**src/rtl/sgbp_pkg.sv**
```systemverilog
package sgbp_pkg;

  // Default plan limits
  localparam int MAX_BURST_BYTES_DEF = 4096;
  localparam int BEAT_SHIFT_DEF      = 4;
  localparam int MAX_PAGE_BYTES_DEF  = 4096;

  // Queue depths between front, back and result side
  localparam int QUEUE_DEPTH = 2;

  // Field widths
  localparam int PADDR_W     = 48;
  localparam int PBYTES_W    = 14;
  localparam int PSIZE_W     = 13;   // a page that passed the size check fits here
  localparam int WADDR_W     = 49;
  localparam int BAL_W       = 18;
  localparam int WIDTH_W     = 14;
  localparam int STRIDE_W    = 16;
  localparam int COUNT_W     = 12;
  localparam int BURST_W     = 13;
  localparam int BEAT_ADDR_W = 44;
  localparam int BEATS_W     = 9;
  localparam int CFG_IDX_W   = 2;
  localparam int CFG_DATA_W  = 16;

  // Register indexes
  localparam logic [CFG_IDX_W-1:0] REG_LINE_WIDTH  = 2'd0;
  localparam logic [CFG_IDX_W-1:0] REG_LINE_STRIDE = 2'd1;
  localparam logic [CFG_IDX_W-1:0] REG_LINE_COUNT  = 2'd2;

  // Reset values and floors
  localparam logic [WIDTH_W-1:0]  WIDTH_RST  = 14'd1920;
  localparam logic [STRIDE_W-1:0] STRIDE_RST = 16'd1920;
  localparam logic [COUNT_W-1:0]  COUNT_RST  = 12'd1080;
  localparam logic [WIDTH_W-1:0]  WIDTH_MIN  = 14'd256;
  localparam logic [STRIDE_W-1:0] STRIDE_MIN = 16'd256;

  // Classified page descriptor, front to back
  typedef struct packed {
    logic [PADDR_W-1:0] addr;
    logic [PSIZE_W-1:0] bytes;
    logic               first;
    logic               oversize;
  } page_t;

  // One planned result
  typedef struct packed {
    logic [BEAT_ADDR_W-1:0] beat_addr;
    logic [BEATS_W-1:0]     beats;
    logic                   line_done;
    logic                   frame_done;
    logic                   page_error;
    logic                   last;
  } result_t;

  // Effective frame geometry
  typedef struct packed {
    logic [WIDTH_W-1:0]  width;
    logic [STRIDE_W-1:0] gap;
    logic [COUNT_W-1:0]  count;
  } cfg_t;

endpackage

```
**src/rtl/sgbp_fifo.sv**
```systemverilog
module sgbp_fifo import sgbp_pkg::*; #(
  parameter int WIDTH = 8,
  parameter int DEPTH = QUEUE_DEPTH
) (
  input  logic             clk,
  input  logic             rst,
  input  logic             push,
  output logic             full,
  input  logic [WIDTH-1:0] din,
  input  logic             pop,
  output logic             empty,
  output logic [WIDTH-1:0] dout
);

  localparam int PTR_W = (DEPTH > 1) ? $clog2(DEPTH) : 1;
  localparam int CNT_W = $clog2(DEPTH + 1);

  logic [WIDTH-1:0] mem [DEPTH];
  logic [PTR_W-1:0] wr_ptr;
  logic [PTR_W-1:0] rd_ptr;
  logic [CNT_W-1:0] fill;
  logic             do_push;
  logic             do_pop;

  assign full    = (fill == CNT_W'(DEPTH));
  assign empty   = (fill == '0);
  assign do_push = push && !full;
  assign do_pop  = pop && !empty;
  assign dout    = mem[rd_ptr];

  always_ff @(posedge clk) begin
    if (do_push) begin
      mem[wr_ptr] <= din;
    end
  end

  always_ff @(posedge clk) begin
    if (rst) begin
      wr_ptr <= '0;
      rd_ptr <= '0;
      fill   <= '0;
    end else begin
      if (do_push) begin
        wr_ptr <= (wr_ptr == PTR_W'(DEPTH - 1)) ? '0 : wr_ptr + 1'b1;
      end
      if (do_pop) begin
        rd_ptr <= (rd_ptr == PTR_W'(DEPTH - 1)) ? '0 : rd_ptr + 1'b1;
      end
      if (do_push && !do_pop) begin
        fill <= fill + 1'b1;
      end else if (do_pop && !do_push) begin
        fill <= fill - 1'b1;
      end
    end
  end

endmodule

```
**src/rtl/sgbp_front.sv**
```systemverilog
module sgbp_front import sgbp_pkg::*; #(
  parameter int MAX_PAGE_BYTES = MAX_PAGE_BYTES_DEF
) (
  input  logic                clk,
  input  logic                rst,
  input  logic                push,
  output logic                full,
  input  logic [PADDR_W-1:0]  page_address,
  input  logic [PBYTES_W-1:0] page_bytes,
  input  logic                first_of_frame,
  input  logic                q_pop,
  output logic                q_empty,
  output page_t               q_data
);

  page_t entry;

  // size check up front; an oversized page is flagged and its size truncated
  always_comb begin
    entry.addr     = page_address;
    entry.bytes    = page_bytes[PSIZE_W-1:0];
    entry.first    = first_of_frame;
    entry.oversize = (page_bytes > PBYTES_W'(MAX_PAGE_BYTES));
  end

  sgbp_fifo #(
    .WIDTH ($bits(page_t)),
    .DEPTH (QUEUE_DEPTH)
  ) u_page_q (
    .clk   (clk),
    .rst   (rst),
    .push  (push),
    .full  (full),
    .din   (entry),
    .pop   (q_pop),
    .empty (q_empty),
    .dout  (q_data)
  );

endmodule

```
**src/rtl/sgbp_back.sv**
```systemverilog
module sgbp_back import sgbp_pkg::*; #(
  parameter int MAX_BURST_BYTES = MAX_BURST_BYTES_DEF,
  parameter int BEAT_SHIFT      = BEAT_SHIFT_DEF
) (
  input  logic    clk,
  input  logic    rst,
  input  cfg_t    cfg,
  input  logic    q_empty,
  output logic    q_pop,
  input  page_t   q_data,
  input  logic    out_full,
  output logic    out_push,
  output result_t out_data
);

  typedef enum logic [1:0] {
    ST_IDLE,
    ST_SETUP,
    ST_BURST
  } state_t;

  state_t                   state, state_next;
  page_t                    item, item_next;
  logic [WADDR_W-1:0]       waddr, waddr_next;
  logic signed [BAL_W-1:0]  bal, bal_next;
  logic [WIDTH_W-1:0]       lbl, lbl_next;
  logic [COUNT_W-1:0]       lines, lines_next;
  logic                     active, active_next;

  logic                     act0;
  logic signed [BAL_W-1:0]  bal0;
  logic [BAL_W-1:0]         skip;
  logic signed [BAL_W-1:0]  bal_sum;
  logic [BURST_W-1:0]       burst;
  logic [WIDTH_W-1:0]       lbl_after;
  logic                     line_end;
  logic [COUNT_W-1:0]       lines_inc;
  logic                     fdone;
  logic signed [BAL_W-1:0]  bal_after;
  logic                     last;
  logic [WADDR_W-1:0]       wa_shift;
  logic [BURST_W-1:0]       beats_shift;
  logic [STRIDE_W-1:0]      gap_step;

  always_comb begin
    // setup view: frame restart applied ahead of the page
    act0    = item.first ? 1'b1 : active;
    bal0    = item.first ? '0 : bal;
    skip    = -bal0;
    bal_sum = bal0 + $signed({{(BAL_W-PSIZE_W){1'b0}}, item.bytes});

    // burst view: bal is positive and at most one page here
    burst = bal[BURST_W-1:0];
    if (burst > BURST_W'(MAX_BURST_BYTES)) begin
      burst = BURST_W'(MAX_BURST_BYTES);
    end
    if ({1'b0, burst} > lbl) begin
      burst = lbl[BURST_W-1:0];
    end
    lbl_after = lbl - {1'b0, burst};
    line_end  = (lbl_after == '0);
    lines_inc = (lines != '1) ? lines + 1'b1 : lines;
    fdone     = line_end && (lines_inc >= cfg.count);
    gap_step  = line_end ? cfg.gap : '0;
    bal_after = bal - $signed({{(BAL_W-BURST_W){1'b0}}, burst})
                    - $signed({{(BAL_W-STRIDE_W){1'b0}}, gap_step});
    last      = fdone || !(bal_after > 0);

    wa_shift    = waddr >> BEAT_SHIFT;
    beats_shift = burst >> BEAT_SHIFT;

    state_next  = state;
    item_next   = item;
    waddr_next  = waddr;
    bal_next    = bal;
    lbl_next    = lbl;
    lines_next  = lines;
    active_next = active;
    q_pop       = 1'b0;
    out_push    = 1'b0;
    out_data    = '0;

    unique case (state)
      ST_IDLE: begin
        if (!q_empty) begin
          q_pop      = 1'b1;
          item_next  = q_data;
          state_next = ST_SETUP;
        end
      end
      ST_SETUP: begin
        // hold the whole step until a result slot is free
        if (!out_full) begin
          if (item.first) begin
            lines_next  = '0;
            bal_next    = '0;
            lbl_next    = cfg.width;
            active_next = 1'b1;
          end
          if (!act0) begin
            state_next = ST_IDLE;
          end else if (item.oversize) begin
            out_push            = 1'b1;
            out_data.page_error = 1'b1;
            out_data.last       = 1'b1;
            state_next          = ST_IDLE;
          end else begin
            waddr_next = WADDR_W'(item.addr) + WADDR_W'(skip);
            bal_next   = bal_sum;
            state_next = (bal_sum > 0) ? ST_BURST : ST_IDLE;
          end
        end
      end
      ST_BURST: begin
        if (!out_full) begin
          out_push            = 1'b1;
          out_data.beat_addr  = wa_shift[BEAT_ADDR_W-1:0];
          out_data.beats      = beats_shift[BEATS_W-1:0];
          out_data.line_done  = line_end;
          out_data.frame_done = fdone;
          out_data.last       = last;
          bal_next   = bal_after;
          waddr_next = waddr + WADDR_W'(burst) + WADDR_W'(gap_step);
          if (line_end) begin
            lines_next = lines_inc;
            if (fdone) begin
              active_next = 1'b0;
            end else begin
              lbl_next = cfg.width;
            end
          end else begin
            lbl_next = lbl_after;
          end
          if (last) begin
            state_next = ST_IDLE;
          end
        end
      end
      default: state_next = ST_IDLE;
    endcase
  end

  always_ff @(posedge clk) begin
    item <= item_next;
    if (rst) begin
      state  <= ST_IDLE;
      waddr  <= '0;
      bal    <= '0;
      lbl    <= WIDTH_RST;
      lines  <= '0;
      active <= 1'b0;
    end else begin
      state  <= state_next;
      waddr  <= waddr_next;
      bal    <= bal_next;
      lbl    <= lbl_next;
      lines  <= lines_next;
      active <= active_next;
    end
  end

endmodule

```
**src/rtl/scatter_gather_burst_planner_unit.sv**
```systemverilog
// Scatter-gather burst planner.
// Page channel: push/full queue. A page descriptor (address, size,
// first_of_frame) transfers at a clock edge with push high and full low.
// Result channel: empty/pop queue. While empty is low the oldest burst sits
// on the result ports; it transfers at an edge with pop high.
// Config channel: cfg_valid/cfg_ready, always ready; index 0 line width,
// 1 line stride, 2 line count. Write only while the block is idle.
// With the planner idle, a page passes the page queue and the sequencer's
// idle and setup states; bursts go from the burst state, and an oversized
// page's error result from setup, into the result queue. One page is planned
// at a time, one burst per cycle while the result queue has room; pages with
// no burst (gap, empty, inactive frame, oversized) leave after setup.
// A two-entry page queue decouples intake from planning, and a two-entry
// result queue lets intake and planning keep going while the receiver
// stalls; planning halts once that queue is full, then intake fills up.
// Reset (synchronous, rst high) empties both queues, ends any frame and
// loads width 1920, stride 1920, count 1080.
module scatter_gather_burst_planner_unit import sgbp_pkg::*; #(
  parameter int MAX_BURST_BYTES = MAX_BURST_BYTES_DEF,
  parameter int BEAT_SHIFT      = BEAT_SHIFT_DEF,
  parameter int MAX_PAGE_BYTES  = MAX_PAGE_BYTES_DEF
) (
  input  logic                   clk,
  input  logic                   rst,
  // page descriptors
  input  logic                   push,
  output logic                   full,
  input  logic [PADDR_W-1:0]     page_address,
  input  logic [PBYTES_W-1:0]    page_bytes,
  input  logic                   first_of_frame,
  // planned bursts
  output logic                   empty,
  input  logic                   pop,
  output logic [BEAT_ADDR_W-1:0] burst_beat_address,
  output logic [BEATS_W-1:0]     burst_beats,
  output logic                   line_done,
  output logic                   frame_done,
  output logic                   page_error,
  output logic                   last_of_run,
  // configuration writes
  input  logic                   cfg_valid,
  output logic                   cfg_ready,
  input  logic [CFG_IDX_W-1:0]   cfg_index,
  input  logic [CFG_DATA_W-1:0]  cfg_data
);

  logic [WIDTH_W-1:0]  line_width;
  logic [STRIDE_W-1:0] line_stride;
  logic [COUNT_W-1:0]  line_cnt;

  logic [WIDTH_W-1:0]  width_eff;
  logic [STRIDE_W-1:0] stride_eff;
  cfg_t                cfg;

  logic    q_empty;
  logic    q_pop;
  page_t   q_data;
  logic    res_full;
  logic    res_push;
  result_t res_in;
  result_t res_out;

  assign cfg_ready = 1'b1;

  // register file; unknown indexes are dropped
  always_ff @(posedge clk) begin
    if (rst) begin
      line_width  <= WIDTH_RST;
      line_stride <= STRIDE_RST;
      line_cnt    <= COUNT_RST;
    end else if (cfg_valid && cfg_ready) begin
      unique case (cfg_index)
        REG_LINE_WIDTH:  line_width  <= cfg_data[WIDTH_W-1:0];
        REG_LINE_STRIDE: line_stride <= cfg_data[STRIDE_W-1:0];
        REG_LINE_COUNT:  line_cnt    <= cfg_data[COUNT_W-1:0];
        default: ;
      endcase
    end
  end

  // clamp out-of-range settings; stride below width means no gap
  always_comb begin
    width_eff  = (line_width < WIDTH_MIN) ? WIDTH_MIN : line_width;
    stride_eff = (line_stride < STRIDE_MIN) ? STRIDE_MIN : line_stride;
    cfg.width  = width_eff;
    cfg.gap    = (stride_eff > STRIDE_W'(width_eff)) ?
                 stride_eff - STRIDE_W'(width_eff) : '0;
    cfg.count  = (line_cnt == '0) ? COUNT_W'(1) : line_cnt;
  end

  sgbp_front #(
    .MAX_PAGE_BYTES (MAX_PAGE_BYTES)
  ) u_front (
    .clk            (clk),
    .rst            (rst),
    .push           (push),
    .full           (full),
    .page_address   (page_address),
    .page_bytes     (page_bytes),
    .first_of_frame (first_of_frame),
    .q_pop          (q_pop),
    .q_empty        (q_empty),
    .q_data         (q_data)
  );

  sgbp_back #(
    .MAX_BURST_BYTES (MAX_BURST_BYTES),
    .BEAT_SHIFT      (BEAT_SHIFT)
  ) u_back (
    .clk      (clk),
    .rst      (rst),
    .cfg      (cfg),
    .q_empty  (q_empty),
    .q_pop    (q_pop),
    .q_data   (q_data),
    .out_full (res_full),
    .out_push (res_push),
    .out_data (res_in)
  );

  // result queue decouples planning from the receiver
  sgbp_fifo #(
    .WIDTH ($bits(result_t)),
    .DEPTH (QUEUE_DEPTH)
  ) u_result_q (
    .clk   (clk),
    .rst   (rst),
    .push  (res_push),
    .full  (res_full),
    .din   (res_in),
    .pop   (pop),
    .empty (empty),
    .dout  (res_out)
  );

  assign burst_beat_address = res_out.beat_addr;
  assign burst_beats        = res_out.beats;
  assign line_done          = res_out.line_done;
  assign frame_done         = res_out.frame_done;
  assign page_error         = res_out.page_error;
  assign last_of_run        = res_out.last;

endmodule

```
**config.mk**
```make
export PLATFORM = sky130hd
export DESIGN_NAME = scatter_gather_burst_planner_unit
export DESIGN_NICKNAME = d
export VERILOG_FILES = /design/src/rtl/sgbp_pkg.sv /design/src/rtl/sgbp_fifo.sv /design/src/rtl/sgbp_front.sv /design/src/rtl/sgbp_back.sv /design/src/rtl/scatter_gather_burst_planner_unit.sv
export SDC_FILE = /design/constraint.sdc
export NUM_CORES = 1
export LEC_CHECK = 0
export BUFFER_PORTS_ARGS = -buffer_cell sky130_fd_sc_hd__buf_2
export CAP_MARGIN = 20
export CORE_ASPECT_RATIO = 0.8
export CORE_MARGIN = 4
export CORE_UTILIZATION = 32
export DETAILED_ROUTE_END_ITERATION = 12
export MAX_ROUTING_LAYER = met4
export REMOVE_ABC_BUFFERS = 1
export SYNTH_ARGS = -nofsm -noshare
export SYNTH_HDL_FRONTEND = slang
export SYNTH_SLANG_ARGS = --single-unit
```
**constraint.sdc**
```tcl
create_clock -name clk -period 14 [get_ports clk]
set_input_delay 2.8 -clock clk [delete_from_list [all_inputs] [get_ports clk]]
set_output_delay 2.8 -clock clk [all_outputs]
set_load 0.05 [all_outputs]
```
-- Word level (Yosys, flattened, before mapping)
Memory sizes are Yosys's and may differ from the RTL's. A register that Yosys moved wholly into a read port is not among the register bits.
Cells that the tools add are included.
W data, S select, Z words.
- mux-type cells: 73
- equal/unequal tests: 17
- reductions and logical operators: 38
- magnitude comparators: 9
- bitwise logic cells: 1
- add/sub/neg operators: 18
- operator list (cell ; count):
    $mux W49 ; 4
    $mux W55 ; 2
    $pmux W49 S2 ; 1
    $mux W18 ; 5
    $mux W14 ; 6
    $mux W12 ; 6
    $add A48 B18 Y49 ; 1
    $add A49 B13 Y49 ; 1
    $add A49 B16 Y49 ; 1
    $mux W16 ; 3
    $gt A18 B1 Y1 const B ; 2
    $pmux W18 S2 ; 1
    $mux W2 ; 14
    $pmux W14 S2 ; 1
    $mux W13 ; 2
    $pmux W12 S2 ; 1
    $mux W1 ; 23
    $reduce_and A5 Y1 ; 4
    $add A18 B14 Y18 ; 1
    $neg A18 Y18 ; 1
    $sub A18 B14 Y18 ; 1
    $sub A18 B17 Y18 ; 1
    $gt A16 B14 Y1 ; 1
    $lt A16 B9 Y1 const B ; 1
    other kinds (30) ; 72
- output and inout port bits: 60
- flip-flop bits (word level): 146
- word-level logic and storage cells: 173
- memory bits (writable): 240
- memories: 2
- input bits: 86
- memory list (memory ; words ; width ; rd ports ; clocked after memory_dff ; write ports ; RTL line ; source):
    u_front.u_page_q.mem ; 2 ; 63 ; 1 ; 1 ; 1 ; sgbp_fifo.sv:18 ; logic [WIDTH-1:0] mem [DEPTH];
    u_result_q.mem ; 2 ; 57 ; 1 ; 1 ; 1 ; sgbp_fifo.sv:18 ;

-- Logic depth before layout (Yosys ltp)
Gate-level depths: netlist of the first run.
- depth in word-level cells: 14
- depth in mapped cells: 49
- depth with buffers taken out: 44

-- Cells and area by module
A second synthesis of the first run with hierarchy kept.
- cell total of the unflattened synthesis: 2579
- area total of the unflattened synthesis: 25891.1 µm²
- by module, submodules not included (module ; cells an instance ; instances ; seq. area each (µm²) ; area an instance (µm²)):
    sgbp_back ; 1777 ; 1 ; 3793.6 ; 14098.5
    sgbp_fifo at u_front.u_page_q ; 221 ; 1 ; 3883.7 ; 4748.3
    sgbp_fifo at u_result_q ; 202 ; 1 ; 3523.4 ; 4334.2
    scatter_gather_burst_planner_unit ; 373 ; 1 ; 840.8 ; 2675.1
    sgbp_front ; 6 ; 1 ; 0.0 ; 35.0

-- Worst setup path before layout of the first run
No wires, ideal clock.
- kind: flip-flop to flip-flop
- start: register u_back.bal[1]
- end: register u_back.state[0]
- setup slack: 2984 ps
- setup time: 72 ps
- arrival time: 10944 ps
- clock period less this slack: 11016 ps
- required time: 13928 ps
- path buffers: 5
- cell stages (with the launch flop): 47
- path through: dfxtp_1 -> or3_1 -> or3_1 -> or3_1 -> or3_1 -> or3_1 -> o21ai_2 -> and2_1 -> ha_1 -> a21o_1 -> a21oi_1 -> o221ai_1 -> a21o_1 -> a21oi_1 -> nor2_1 -> a2111oi_0 -> or4_1 -> clkbuf_1 -> [11 not listed] -> nand4_1 -> buf_4 -> nor3_2 -> buf_2 -> nand2_1 -> fa_1 -> ha_1 -> a21oi_1 -> o22ai_1 -> a41o_1 -> or2_2 -> clkbuf_1 -> or4b_2 -> o311ai_0 -> nor4bb_1 -> a31oi_1 -> a21oi_1 -> mux2i_1
- cells in the longest elaborated chain, start to end: 13
- elaborated cells on any way between the ends: 15
- classes of those cells: 3 x add/sub; 3 x order compare; 1 x eq/ne; 3 x mux; 5 x reduce/logical
- RTL lines (element ; RTL line ; source):
    start, declared ; sgbp_back.sv:25 ; logic signed [BAL_W-1:0] bal, bal_next;
    start signal, assigned ; sgbp_back.sv:155 ; bal <= bal_next;
    $gt A13 B13 Y1 ; sgbp_back.sv:54 ; if (burst > BURST_W'(MAX_BURST_BYTES)) begin
    $mux W13 ; sgbp_back.sv:54 ;
    $gt A13 B14 Y1 ; sgbp_back.sv:57 ; if ({1'b0, burst} > lbl) begin
    $mux W13 ; sgbp_back.sv:57 ;
    $sub A14 B13 Y14 ; sgbp_back.sv:60 ; lbl_after = lbl - {1'b0, burst};
    $logic_not A14 Y1 ; sgbp_back.sv:61 ; line_end = (lbl_after == '0);
    $mux W16 ; sgbp_back.sv:64 ; gap_step = line_end ? cfg.gap : '0;
    $sub A18 B17 Y18 ; sgbp_back.sv:66 ; - $signed({{(BAL_W-STRIDE_W){1'b0}}, gap_step});
    $gt A18 B1 Y1 ; sgbp_back.sv:67 ; last = fdone || !(bal_after > 0);
    $logic_not A1 Y1 ; sgbp_back.sv:67 ;
    $logic_or A1 B1 Y1 * ; sgbp_back.sv:67 ;
    $ne A2 B1 Y1 (no source line) * ; - ;
    $reduce_and A4 Y1 (no source line) * ; - ;
    end signal, assigned ; sgbp_back.sv:153 ; state <= state_next;
    end, declared ; sgbp_back.sv:22 ; state_t state, state_next;
Mark *: on every way between the ends. The rest lies on a longest branch, timed or not.
A chain may end at the register's enable or synchronous reset.

-- Worst setup path after layout of the first run
- start: register u_back.bal[1]
- end: register u_back.waddr[47]
- cells in the longest elaborated chain, start to end: 10
- elaborated cells on any way between the ends: 17
- classes of those cells: 5 x add/sub; 2 x order compare; 9 x mux; 1 x reduce/logical
- RTL lines (element ; RTL line ; source):
    $gt A13 B13 Y1 ; sgbp_back.sv:54 ;
    $mux W13 ; sgbp_back.sv:54 ;
    $gt A13 B14 Y1 ; sgbp_back.sv:57 ;
    $mux W13 ; sgbp_back.sv:57 ;
    $sub A14 B13 Y14 ; sgbp_back.sv:60 ;
    $logic_not A14 Y1 ; sgbp_back.sv:61 ;
    $mux W16 ; sgbp_back.sv:64 ;
    $add A49 B16 Y49 ; sgbp_back.sv:123 ; waddr_next = waddr + WADDR_W'(burst) + WADDR_W'(gap_step);
    $mux W49 ; sgbp_back.sv:115 ; if (!out_full) begin
    $pmux W49 S2 * ; sgbp_back.sv:83 ; unique case (state)
    end signal, assigned ; sgbp_back.sv:154 ; waddr <= waddr_next;
    end, declared ; sgbp_back.sv:24 ; logic [WADDR_W-1:0] waddr, waddr_next;
Mark *: on every way between the ends. The rest lies on a longest branch, timed or not. The select of a mux whose other input is x is not followed.

==> impl_metrics.csv, run 1 <==
group,metric,value,unit
clock_network,cts-root-to-sink-buffers,3,
routing,post_drt_wl_per_cell,18.6,um
worst_setup_path,worstSetupPathType,"reg -> reg",
placed_design,port_buffers,144,
timing,share_of_the_clock_period_used_by_the_worst_path_after_layout,0.896,
synthesis,cells_after_synthesis,2459,
routing,drt-total-wl,67700,um
timing,rsz0062_at_grt,"false",
timing,final_max_slew_viol_count,0,
clock_network,clock_tree.root_cell,"sky130_fd_sc_hd__clkbuf_16",
cells_and_area,final_core_util,0.370,
routing,dr_total_vias,18700,
global_routing,grt.total_usage,0.164,
flow_run,cap_violations,0,
cells_and_area,design.final.nets,2819,
clock_network,cts.htree.levels,2,
die,initial_core_util,0.325,
timing,slew_headroom,0.228,
synthesis,syn-cell-area,0.0252,mm^2
die,width_of_the_die,322,um
pwr,ir_worst_vdd,0.187,mV
synthesis,ys_seq_area_frac,0.477,
worst_setup_path,timing.critical_path.from_type,"flip-flop",
routing,drtAntennaViolNets,0,
timing,setup_viol_count_final,0,
placed_design,place_congestion,0.883,
synthesis,synthFlopType,"sky130_fd_sc_hd__edfxtp_1",
min_path,hold-path-cell-count,2,
global_routing,largest_net_degree_at_the_start_of_global_routing,78,
synthesis,ys.warnings.count,0,
global_routing,grt_first_pass_wirelength,105000,um
cells_and_area,fillCellCount,7665,
pwr,power_per_cell_area,238,mW/mm^2
cells_and_area,final_cells,3636,
placed_design,placed_cell_count,3538,
clock_network,cts_num_sinks,449,
placed_design,hpwl,48900,um
synthesis,synthDistinctLibCells,79,
global_routing,grt_pass1_vias,17400,
cells_and_area,areaGrowthSynthToFinish,13.7,%
worst_setup_path,reg2regPathDepth,46,
clock_network,clock_transition_time_at_the_flip_flop_clock_pins_of_the_worst_setup_and_hold_paths,0.06,ns
timing,final.setup.tns,0,ns
synthesis,async_reset_ff_frac,0,
worst_setup_path,worst_ep_required_time,14.53,ns
clock_network,worst_skew_pair.late_latency,0.62,ns
clock_network,numCtsBuffers,50,
routing,route.detailed.drc,0,
worst_setup_path,setup.worst_path.end_class,"flip-flop",
synthesis,syn-mean-instance-area,10.2,um^2
global_routing,grt.overflow.total,0,
timing,holdWs,0.453,ns
timing,max_freq,0.0797,GHz
pwr,reported_leakage_power,11.1,nW
clock_network,cts.repair_timing.setup_buffer_count,0,
die,top_level_port_count,146,
routing,vias_per_cell,5.14,
clock_network,cts-hold-fix-buffers,0,
global_routing,antenna_found_initial,5,
die,die_area,0.0833,mm^2
worst_setup_path,worst_path_most_repeated_cell,"sky130_fd_sc_hd__or3_1",
min_path,hold_path_class,"reg -> reg",
cells_and_area,layout_cell_share_with_drive_strength_beyond_1,0.156,
worst_setup_path,worst-endpoint-arrival,13.07,ns
timing,layout_min_cycle_time,12.54,ns
worst_setup_path,worst_path_largest_cell_delay,0.93,ns
die,die_h,259,um
timing,final.setup.worst_slack,1.46,ns
worst_setup_path,critical_path.max_fanout,16,
routing,drt-pass1-iter-count,5,
worst_setup_path,cpMaxStageDelayCell,"sky130_fd_sc_hd__nor4_1",
die,core-area,0.0775,mm^2
synthesis,synth_edf_count,303,
clock_network,cts_resized,0,
run_status,run_status,"finished clean",
synthesis,synth-seq-cells,449,
die,placement_rows,91,
timing,worstMarginPinSlew,1.15,ns
timing,hold_viol_final,0,
timing,final.setup_skew,0.0357,ns
placed_design,pre_cts_slack,1.71,ns
routing,dr.first_iter.drc_count,1566,
clock_network,cts_tree,"done",
sequential cells by signal, indices dropped and copies added, names as in the netlist, 12 cells and up, named ones only:
register              count
u_front.u_page_q.mem    126
u_result_q.mem          114
u_back.item              63
u_back.waddr             48
u_back.bal               18
line_stride              16
line_width               14
u_back.lbl               14
line_cnt                 12
u_back.lines             12
cells in the mapped netlist, drive strengths merged (36+ instances only):
cell type	number	area (um^2)
mux2	121	1360
a211oi	41	308
edfxtp	303	9100
inv	149	559
a21oi	197	993
ha	132	1650
nand3	61	305
o21ai	108	544
and3	65	407
xnor2	84	736
xor2	36	315
nand2	226	848
nor2	180	676
clkbuf	98	368
dfxtp	146	2920
a21o	41	308
critical path, delay by kind of cell, from the launching register on:
kind | cells | cell delay (ns)
AO/OA/AOI/OAI | 19 | 4.18
adder cells (fa/ha/maj) | 6 | 1.93
AND/OR/NAND/NOR | 16 | 5.21
flip-flops | 1 | 0.38
buffers and inverters | 5 | 0.72
area by class of cell:
class / instances / area (um^2) / area share
diodes: 5 / 12.5 / 0.000437
well taps: 1023 / 1280 / 0.0447
multi-input cells: 1748 / 12200 / 0.427
inverters: 151 / 567 / 0.0198
repair buffers: 170 / 933 / 0.0326
flip-flops and latches: 449 / 12000 / 0.419
clock inverters: 29 / 310 / 0.0108
clock buffers: 61 / 1310 / 0.0456
logic make-up (layout without fill, tap and decap cells):
group,Yosys count,in the layout,synth area share
buffers and inverters,262,411,0.0396
flip-flops,449,449,0.477
AND/OR/NAND/NOR,752,752,0.145
other,1,6,0.000149
AO/OA/AOI/OAI,569,569,0.144
multiplexers,143,143,0.0628
adder cells (fa/ha/maj),163,163,0.0902
XOR/XNOR,120,120,0.0417
layout by cell type (no fill, tap or decap), drive strengths merged, types with 24 or more instances in the layout:
master  count
nor2b      29
edfxtp    303
nand4      26
o21ai     108
a21oi     197
inv       152
xnor2      84
clkbuf     61
ha        132
and3       65
nand2     226
nor3       35
fa         31
or3        27
mux2      121
xor2       36
a31oi      25
nand3      61
a211oi     41
a21o       41
buf       170
dfxtp     146
nor2      180
o21a       24
per-layer routing:
layer / share of wire / vias to the layer above / GRT usage
met5: 0 / - / -
met4: 0.020 / 0 / 0.0386
met3: 0.068 / 82 / 0.0350
met2: 0.41 / 500 / 0.228
met1: 0.50 / 8915 / 0.242
li1: - / 9203 / -
metrics by stage:
step / instance area (um^2) / power, mW
detailed placement: 27000 / 5.45
finish: 28700 / 6.83
global route: 28700 / 7.31
CTS: 28600 / 6.80
floorplan: 24800 / 4.47
global placement: 27000 / 5.45
final timing paths:
path	startpoint	to	slack, ns
min reg2reg	line_stride[5]$_SDFFE_PP0P_	line_stride[5]$_SDFFE_PP0P_	0.45
max reg2reg	u_back.bal[1]$_SDFFE_PP0P_	u_back.waddr[47]$_SDFFE_PP0P_	1.46
min	line_stride[5]$_SDFFE_PP0P_	line_stride[5]$_SDFFE_PP0P_	0.45
max	u_back.bal[1]$_SDFFE_PP0P_	u_back.waddr[47]$_SDFFE_PP0P_	1.46
where the power goes:
part	internal [mW]	leakage, nW	switching [mW]
logic	1.33	6.31	2.23
registers	1.73	3.94	0.218
clock network	0.760	0.796	0.559
(Power assumes the default switching activity.)
==> run 2: changes to the inputs <==
--- a/config.mk
+++ b/config.mk
@@ -7,11 +7,14 @@
 export LEC_CHECK = 0
 export BUFFER_PORTS_ARGS = -buffer_cell sky130_fd_sc_hd__buf_2
 export CAP_MARGIN = 20
+export CELL_PAD_IN_SITES_DETAIL_PLACEMENT = 2
+export CELL_PAD_IN_SITES_GLOBAL_PLACEMENT = 2
 export CORE_ASPECT_RATIO = 0.8
 export CORE_MARGIN = 4
 export CORE_UTILIZATION = 32
 export DETAILED_ROUTE_END_ITERATION = 12
 export MAX_ROUTING_LAYER = met4
+export PLACE_DENSITY_LB_ADDON = 0.1
 export REMOVE_ABC_BUFFERS = 1
 export SYNTH_ARGS = -nofsm -noshare
 export SYNTH_HDL_FRONTEND = slang
==> run 2 against run 1 <==
Sequential share of layout area shrank 0.097 points; design area grew 0.23%; count of clock-buffer cells in the layout grew 3; critical endpoint is now u_back.state[0]$_SDFFE_PP0P_; highest routed layer unchanged; first-iteration DRC count shrank 19%; sequential power is essentially flat; largest power group unchanged; non-clock buffer count grew 7; largest cell class unchanged; die area is the same; power grew 4.2%.
==> impl_metrics.csv, run 2 (synthesis results as in run 1) <==
group,metric,value,unit
flow_run,cap_violations,0,
clock_network,cts_num_sinks,449,
worst_setup_path,worstSetupPathType,"reg -> reg",
routing,dr.first_iter.drc_count,1270,
cells_and_area,fillCellCount,8328,
worst_setup_path,worst-endpoint-arrival,12.88,ns
clock_network,worst_skew_pair.late_latency,0.61,ns
cells_and_area,antenna_cells,0,
timing,final.setup.worst_slack,1.65,ns
cells_and_area,design.final.nets,2827,
worst_setup_path,launch_instance_of_the_worst_register_to_register_path,"u_back.bal[0]$_SDFFE_PP0P_",
clock_network,clock_transition_time_at_the_flip_flop_clock_pins_of_the_worst_setup_and_hold_paths,0.07,ns
timing,layout_min_cycle_time,12.35,ns
timing,final.setup_skew,0.0252,ns
worst_setup_path,cp.depth,45,
cells_and_area,flip_flop_count_of_the_largest_register_after_layout,126,
die,width_of_the_die,322,um
global_routing,largest_net_degree_at_the_start_of_global_routing,65,
die,die_h,259,um
timing,final.setup.tns,0,ns
worst_setup_path,setup.worst_path.end_class,"flip-flop",
run_status,run_status,"finished clean",
min_path,hold_sp,"u_back.waddr[2]$_SDFFE_PP0P_",
cells_and_area,areaGrowthSynthToFinish,14.0,%
min_path,hold_path_class,"reg -> reg",
routing,post_drt_wl_per_cell,23.6,um
timing,rsz0062_at_grt,"false",
routing,drtAntennaViolNets,0,
timing,final_max_slew_viol_count,0,
global_routing,grt.total_usage,0.208,
worst_setup_path,reg2reg_setup_slack,1.65,ns
clock_network,cts-root-to-sink-buffers,3,
cells_and_area,reg.largest.list,"u_front.u_page_q.mem: 126 flops, u_result_q.mem: 114 flops, u_back.item: 63 flops",
timing,max_freq,0.0810,GHz
cells_and_area,final_cell_mix,"sky130_fd_sc_hd__edfxtp_1, sky130_fd_sc_hd__nand2_1, sky130_fd_sc_hd__a21oi_1",
placed_design,port_buffers,144,
worst_setup_path,timing.critical_path.from_type,"flip-flop",
pwr,ir_worst_vdd,0.114,mV
die,placement_rows,91,
routing,drt-total-wl,85700,um
worst_setup_path,cp_top_family,"compound AO/OA/AOI/OAI gates",
die,core-area,0.0775,mm^2
placed_design,pre_cts_slack,0.908,ns
global_routing,grt.overflow.total,0,
routing,route.detailed.drc,0,
cells_and_area,regMostFlops,"u_front.u_page_q.mem",
die,die_area,0.0833,mm^2
routing,vias_per_cell,5.35,
pwr,power_per_cell_area,248,mW/mm^2
clock_network,clock_tree.root_cell,"sky130_fd_sc_hd__clkbuf_16",
worst_setup_path,worst_ep_required_time,14.54,ns
routing,dr_total_vias,19500,
global_routing,grt_first_pass_wirelength,130000,um
worst_setup_path,critical_path.max_fanout,19,
worst_setup_path,crit_end,"u_back.state[0]$_SDFFE_PP0P_",
worst_setup_path,cp_num_buf_inv,3,
worst_setup_path,worst_setup_path_startpoint,"u_back.bal[0]$_SDFFE_PP0P_",
worst_setup_path,cpMaxStageDelayCell,"sky130_fd_sc_hd__or4_1",
cells_and_area,commonest_non_fill_non_tap_cell_in_the_layout,"sky130_fd_sc_hd__edfxtp_1",
cells_and_area,layout_cell_share_with_drive_strength_beyond_1,0.158,
routing,drt-pass1-iter-count,6,
placed_design,place_congestion,0.847,
die,top_level_port_count,146,
timing,slew_headroom,0.178,
clock_network,cts.htree.levels,2,
timing,share_of_the_clock_period_used_by_the_worst_path_after_layout,0.882,
worst_setup_path,worst_r2r_endpoint,"u_back.state[0]$_SDFFE_PP0P_",
clock_network,cts_resized,0,
clock_network,numCtsBuffers,51,
timing,hold_viol_final,0,
timing,worstMarginPinSlew,1.20,ns
die,initial_core_util,0.325,
global_routing,antenna_found_initial,3,
placed_design,hpwl,64100,um
global_routing,grt_pass1_vias,20600,
worst_setup_path,worst_path_largest_cell_delay,0.71,ns
timing,setup_viol_count_final,0,
worst_setup_path,reg2regPathDepth,45,
pwr,reported_leakage_power,11.1,nW
clock_network,cts_tree,"done",
==> run 2: repair_timing <==
item | CTS | global route
hold buffers | 0 | 0
buffers inserted | 0 | 4
setup endpoints to repair | 0 | 1
==> run 2: where the power goes <==
| part | internal (mW) | switching, mW | total (mW) |
|---|---|---|---|
| clock network | 0.780 | 0.569 | 1.35 |
| logic | 1.35 | 2.45 | 3.80 |
| registers | 1.73 | 0.236 | 1.97 |
==> run 2: through the flow <==
stage / cell area (um^2) / utilization / cells / hold WS [ns] / power (mW)
6_report: 28700 / 0.371 / 3639 / 0.462 / 7.11
5_1_grt: 28700 / 0.371 / 3639 / 0.491 / 7.60
4_1_cts: 28700 / 0.370 / 3635 / 0.463 / 7.15
3_5_place_dp: 27000 / 0.349 / 3544 / 0.455 / 5.75
3_3_place_gp: 27000 / 0.349 / 3541 / 0.446 / 5.64
2_1_floorplan: 24800 / - / 2348 / 0.426 / 4.47
==> run 2: how the worst min path moves through the flow <==
| stage | end | slack (ns) | cells after the start |
|---|---|---|---|
| 2_1_floorplan | line_stride[1]$_SDFFE_PP0P_ | 0.43 | 2 |
| 6_report | u_back.waddr[2]$_SDFFE_PP0P_ | 0.46 | 2 |
| 5_1_grt | u_back.waddr[7]$_SDFFE_PP0P_ | 0.49 | 2 |
| 4_1_cts | line_stride[3]$_SDFFE_PP0P_ | 0.46 | 2 |
| 3_3_place_gp | u_back.waddr[2]$_SDFFE_PP0P_ | 0.45 | 2 |
| 3_5_place_dp | line_stride[3]$_SDFFE_PP0P_ | 0.45 | 2 |
==> run 2: layout make-up <==
class	count	area, um^2	share of cell area
clock buffers	64	1400	0.0486
clock inverters	27	254	0.00884
well taps	1023	1280	0.0446
inverters	151	567	0.0197
repair buffers	177	975	0.0339
multi-input cells	1748	12200	0.426
flip-flops and latches	449	12000	0.419
==> run 2: per-layer routing <==
metal,global-route usage,share of wire
met5,-,0
met4,0.0370,0.015
met3,0.0245,0.040
met2,0.296,0.41
met1,0.320,0.53
==> run 2: worst min-delay path, cell delays in order (launching register included) <==
cell and delay, ns:
sky130_fd_sc_hd__dfxtp_1 0.31, sky130_fd_sc_hd__nand2_1 0.05, sky130_fd_sc_hd__a21oi_1 0.05
